## src/hdl/assert_macros.svh

```systemverilog
// Assertion macros shared by the noise block.
`ifndef ASSERT_MACROS_SVH
`define ASSERT_MACROS_SVH

// Same-cycle implication, checked outside reset.
`define CHK_IMPLY(lbl, clk, rst_n, a, c, msg) \
	lbl: assert property (@(posedge clk) disable iff (!rst_n) (a) |-> (c)) else $error(msg);

// Next-cycle implication, checked outside reset.
`define CHK_NEXT(lbl, clk, rst_n, a, c, msg) \
	lbl: assert property (@(posedge clk) disable iff (!rst_n) (a) |=> (c)) else $error(msg);

`endif

```

## src/hdl/fvn_pkg.sv

```systemverilog
// Shared types and constants of the fractal value noise block.
`timescale 1ns / 1ps
package fvn_pkg;
	localparam logic [31:0] HASH_MUL_A = 32'd374761393;
	localparam logic [31:0] HASH_MUL_B = 32'd668265263;
	localparam logic [31:0] HASH_MUL_C = 32'd1274126177;
	localparam int HASH_SHIFT = 13;
	localparam int SEED_STEP = 57;

	localparam logic [31:0] FREQ_ONE = 32'd4096;
	localparam logic [15:0] AMP_ONE = 16'd32768;

	localparam logic [1:0] REG_OCTAVES = 2'd0;
	localparam logic [1:0] REG_LACUNARITY = 2'd1;
	localparam logic [1:0] REG_GAIN = 2'd2;
	localparam logic [1:0] REG_SEED = 2'd3;

	localparam int QUOT_W = 16;

	typedef struct packed {
		logic signed [31:0] x;
		logic signed [31:0] y;
		logic [31:0] freq;
		logic [15:0] amp;
	} pt_t;
endpackage

```

## src/hdl/fvn_div_cell.sv

```systemverilog
// One restoring step of the normalizing divider, settling one quotient bit.
`timescale 1ns / 1ps
module fvn_div_cell #(
	parameter int K = 0,
	parameter int WSW = 36,
	parameter int ASW = 20
) (
	input  logic clk,
	input  logic arst_n,
	input  logic en,
	input  logic in_vld,
	input  logic [WSW-1:0] in_rem,
	input  logic [ASW-1:0] in_div,
	input  logic [fvn_pkg::QUOT_W-1:0] in_quot,
	output logic out_vld,
	output logic [WSW-1:0] out_rem,
	output logic [ASW-1:0] out_div,
	output logic [fvn_pkg::QUOT_W-1:0] out_quot
);
	logic [WSW-1:0] dsh;
	logic fits;
	logic vld_s1;
	logic [WSW-1:0] rem_s1;
	logic [ASW-1:0] div_s1;
	logic [fvn_pkg::QUOT_W-1:0] quot_s1;

	assign dsh = WSW'(in_div) << K;
	assign fits = in_rem >= dsh;

	always_ff @(posedge clk or negedge arst_n) begin
		if (!arst_n) begin
			vld_s1 <= 1'b0;
		end else if (en) begin
			vld_s1 <= in_vld;
		end
	end

	always_ff @(posedge clk) begin
		if (en) begin
			rem_s1 <= fits ? in_rem - dsh : in_rem;
			div_s1 <= in_div;
			quot_s1 <= in_quot | (fvn_pkg::QUOT_W'(fits) << K);
		end
	end

	assign out_vld = vld_s1;
	assign out_rem = rem_s1;
	assign out_div = div_s1;
	assign out_quot = quot_s1;
endmodule
```

## config.mk

```make
export PLATFORM = sky130hd
export DESIGN_NAME = fvn_div_cell
export DESIGN_NICKNAME = d
export VERILOG_FILES = /design/src/hdl/assert_macros.svh /design/src/hdl/fvn_pkg.sv /design/src/hdl/fvn_div_cell.sv
export SDC_FILE = /design/constraint.sdc
export NUM_CORES = 1
export LEC_CHECK = 0
export ABC_AREA = 1
export BUFFER_PORTS_ARGS = -buffer_cell sky130_fd_sc_hd__buf_2
export CORE_MARGIN = 8
export CORE_UTILIZATION = 50
export CTS_CLUSTER_SIZE = 14
export DETAILED_ROUTE_END_ITERATION = 10
export PLACE_DENSITY = 0.78
export SETUP_SLACK_MARGIN = 0.3
export SYNTH_ARGS = -nofsm -noshare
export SYNTH_HDL_FRONTEND = slang
export SYNTH_SLANG_ARGS = --single-unit
```

## constraint.sdc

```tcl
create_clock -name clk -period 1 [get_ports clk]
set_input_delay 0.2 -clock clk [delete_from_list [all_inputs] [get_ports clk]]
set_output_delay 0.2 -clock clk [all_outputs]
set_load 0.05 [all_outputs]
```

# Word level (Yosys, flattened, before mapping)
# Index checks and enable logic that the tools add are counted.
# W data, S select, Z words.
# classes
add_sub_neg,1
order_cmp,1
muxes,1
bitwise,1
# op_table
cell,n
$ge A36 B20 Y1,1
$mux W36,1
$sub A36 B20 Y36,1
$or A16 B1 Y16,1
# word_totals
regBits,73
inputBits,76
output_inout_bits,73
word_cells,8

# Longest topological paths before layout
# depth
depth_word,2
mapped_depth,14
mapped_depth_nobuf,14

# Worst setup path before layout
# No wires, ideal clock.
# synth_timing
kind,input-to-reg
start,in in_rem[0]
end,"reg rem_s1[3], in the netlist out_rem[3] (data pin)"
setup_ns,0.257
arrival_time_ns,1.811
required_ns,0.743
slack_ns,-1.069
path_stages,14
n_path_buf,1
cell_sequence,inv_1 -> ha_1 -> fa_1 -> inv_1 -> nand3_1 -> nand3_2 -> nand3_1 -> nand3_1 -> nand2_2 -> nand3_4 -> inv_8 -> buf_12 -> nand2_2 -> o21ai_2
# synth_between
elab_chain_len,2
elab_cells_between_ends,3
classes_between,add/sub: 1; order compare: 1; mux: 1
# synth_lines
element,line,text
"start, declared",fvn_div_cell.sv:12,"input logic [WSW-1:0] in_rem,"
$sub A36 B20 Y36 / $ge A36 B20 Y1 (equally long branches),"fvn_div_cell.sv:40, fvn_div_cell.sv:28",
$mux W36 *,fvn_div_cell.sv:40,rem_s1 <= fits ? in_rem - dsh : in_rem;
"end signal, assigned",fvn_div_cell.sv:40,
"end, declared",fvn_div_cell.sv:23,logic [WSW-1:0] rem_s1;
# Mark *: on every way between the ends. The rest lies on a longest branch, timed or not.
# A chain may end at the register's enable or synchronous reset.

# Worst setup path in the final report
# layout_timing
start,in in_div[3]
end,"reg rem_s1[19], in the netlist out_rem[19] (data pin)"
# layout_between
elab_chain_len,2
elab_cells_between_ends,3
classes_between,add/sub: 1; order compare: 1; mux: 1
# layout_lines
element,line,text
"start, declared",fvn_div_cell.sv:13,"input logic [ASW-1:0] in_div,"
$sub A36 B20 Y36 / $ge A36 B20 Y1 (equally long branches),"fvn_div_cell.sv:40, fvn_div_cell.sv:28",
$mux W36 *,fvn_div_cell.sv:40,
# Marked as above.

==> run_results.csv <==
group,metric,value,unit
final_layout,multi_input_area,3310,µm²
status,status,"complete, but fails checks",
clock_network,cts_num_sinks,73,
routing,routed_wl,27900,µm
die,die_w,115,µm
setup_path,cp_max_fo,6,
synth,synth_top_flop_cell,"edfxtp_1",
place,gp_congestion,0.935,
final_layout,final_cell_mix,"145 x buf_4, 97 x nand2_1, 97 x buf_6, 72 x edfxtp_1, 66 x buf_2",
clock_network,cts_max_path_buffers,2,
synth,synthCells,578,
sta,fin_tns_setup,-42.23,ns
setup_path,required,1.14,ns
routing,drt_pre_antenna_iters,10,
final_layout,nFillCells,310,
synth,synth-edff-count,72,
final_layout,stdcell_area,9030,µm²
sta,rsz0062_at_grt,"yes",
worst_hold_path,hp-start,"in_quot[9]",
synth,yosysWarnings,0,
status,violations,"hold timing, setup timing",
die,die_area,13300,µm²
sta,setup_viol,110,
sta,slew_headroom,0.670,
worst_hold_path,whs_path_depth,1,
sta,fin_crit_sh,1.86,
grt,grt_overflow,0,
routing,route.detailed.drc,0,
place,dp.cells,1001,
power,p_total,11.7,mW
synth,ys_seq_area_frac,0.443,
routing,drtIter0Drc,1039,
die,core_region_area,9680,µm²
grt,grt_max_degree,32,
power,power.leakage,4.18,nW
sta,fmax,536,MHz
synth,netlist_area,4940,µm²
final_layout,mostFrequentLayoutCell,"buf_4",
clock_network,cts_buffers,9,
setup_path,reg2reg_to,"out_vld",
final_layout,final_nets,1007,
die,start_util,0.510,
setup_path,critPathKind,"in2reg",
clock_network,htreeDepth,3,
sta,hold_violations,3,
synth,ys_types,35,
sta,whs,-0.00955,ns
routing,wire_per_inst,26.6,µm
die,die_height,115,µm
clock_network,insertion_delay,0.39,ns
synth,syn-num-nets,675,
routing,route.vias.total,6552,
sta,worst_pin_slew,0.493,ns
grt,grt_pass1_vias,5876,
final_layout,register_area,2190,µm²
sta,fin_ws,-0.864,ns
clock_network,cts.clk_slew.worst_paths,0.11,ns
clock_network,cts-root-buf,"clkbuf_8",
place,place_hpwl,13500,µm
routing,ant_nets,0,
setup_path,worstReg2RegStart,"out_vld",
final_layout,drive_gt1_frac,0.642,
grt,grt_pass1_wl,31900,µm
worst_hold_path,worstHoldPathType,"in2reg",
grt,track_usage,0.317,
final_layout,fin_cells,1048,
synth,ys_seq_elements,73,
setup_path,ff2ff_path_depth,2,
synth,synthTopCellsByArea,"edfxtp_1 44%, nand2_1 12%, inv_1 7.3%, ha_1 5.1%, nor2_1 3.9%",
flow_run,cap_violations,0,
sta,fin_skew,0,ns
die,io_pins,149,
place,port_buffers,148,
clock_network,cts_tree,"yes",
grt,antenna_found_initial,0,
setup_path,cp-end-kind,"flip-flop",
synth,post-synth-top-area-cell,"edfxtp_1",
place,placed_cell_area,7210,µm²
final_layout,syn_to_final_growth,83.0,%
sta,drv_slew,0,
power,p_per_area,1290,nW/µm²
place,post-place-ws,-1.14,ns
sta,period_needed,1.86,ns
die,std_cell_rows,36,
synth,async_reset_ff_frac,0.0137,
routing,avgViaCountPerCell,6.25,
setup_path,cp-start-kind,"primary input",
setup_path,r2r_slack,0.07,ns
setup_path,crit_arrival,2.00,ns
power,ir_worst_vdd,0.915,mV
synth,syn_area_per_cell,8.54,µm²
final_layout,antenna_cells,0,
worst_hold_path,min_to,"out_quot[9]",
synth,synth_top_cell_area_share,0.438,
-- cells in the mapped netlist (2+ instances only) --
cell	instances
nand2_4	11
o21ai_0	11
xor2_1	2
nand4_1	8
buf_12	4
nor2_2	5
and2_1	2
ha_1	20
or2_2	3
edfxtp_1	72
nand2_1	155
nor3_1	8
nor2_4	4
nand4_2	2
o21bai_1	2
a21oi_2	12
xnor2_1	14
inv_1	96
o21ai_2	17
nand3_1	37
nand2_2	14
a21oi_1	16
nor2_1	51
-- logic make-up after synthesis --
group | synth area share
compound gates | 0.0844
xor+xnor | 0.0284
simple gates | 0.296
buf+inv | 0.0915
flops | 0.443
mux | 0.00228
fa+ha+maj | 0.0548
-- per-layer routing --
metal,track usage,part of all wire,wire (µm)
met1,0.370,0.32,9060
met2,0.551,0.45,12600
met3,0.0604,0.13,3730
met4,0.138,0.091,2540
met5,0,0,0
-- worst max-delay path: stages --
cell	delay, ns
buf_2	0.11
inv_2	0.05
ha_4	0.28
nand2_1	0.09
nor2_1	0.33
nand3_2	0.15
nor2_4	0.17
nor3_4	0.07
nand3_4	0.11
inv_8	0.08
buf_4	0.18
nand2_2	0.08
nand2_1	0.08
-- power breakdown --
part           switching (mW)  total (mW)  internal, mW  leakage, nW
combinational            3.18        5.27          2.08         3.37
sequential              0.210        3.97          3.76        0.716
clock                    1.45        2.45         0.997       0.0895
-- area by class of cell --
class,instances,share of cell area
Clock buffer,10,0.0152
Clock inverter,6,0.00554
Inverter,97,0.0428
Multi-Input combinational cell,404,0.366
Sequential cell,73,0.242
Tap cell,133,0.0184
Timing Repair Buffer,325,0.309
-- through the flow --
| stage | hold slack (ns) | utilization |
|---|---|---|
| 2_1_floorplan | -0.0956 | - |
| 4_1_cts | -0.00446 | 0.865 |
| 5_1_grt | -0.0212 | 0.933 |
| 3_3_place_gp | -0.0247 | 0.744 |
| 3_5_place_dp | -0.0226 | 0.744 |
| 6_report | -0.00955 | 0.933 |
-- worst max-delay path by stage --
stage                     startpoint           to  slack, ns  depth (start not counted)
final                      in_div[3]  out_rem[19]      -0.86                         13
after global routing      in_div[10]  out_rem[29]      -0.94                         15
after CTS                  in_rem[0]   out_rem[7]      -0.67                         15
after detailed placement   in_rem[0]  out_rem[24]      -1.14                         15
after global placement     in_rem[0]  out_rem[32]      -1.09                         15
after floorplan            in_rem[0]  out_rem[10]      -0.90                         14
-- repair_timing --
action / in CTS / in global routing
hold endpoints to repair: 5 / 11
hold buffers: 1 / 6
endpoints found under the setup margin: 111 / 111
buffers inserted: 9 / 13
pin swaps: 31 / 53
resized for setup: 263 / 143
cloned: 2 / 0
-- sequential cells by signal, indices dropped and copies added, names as in the netlist --
register	flops
out_vld	1
out_quot	16
out_rem	36
out_div	20
Note: power is estimated with default switching activity, not from simulation.
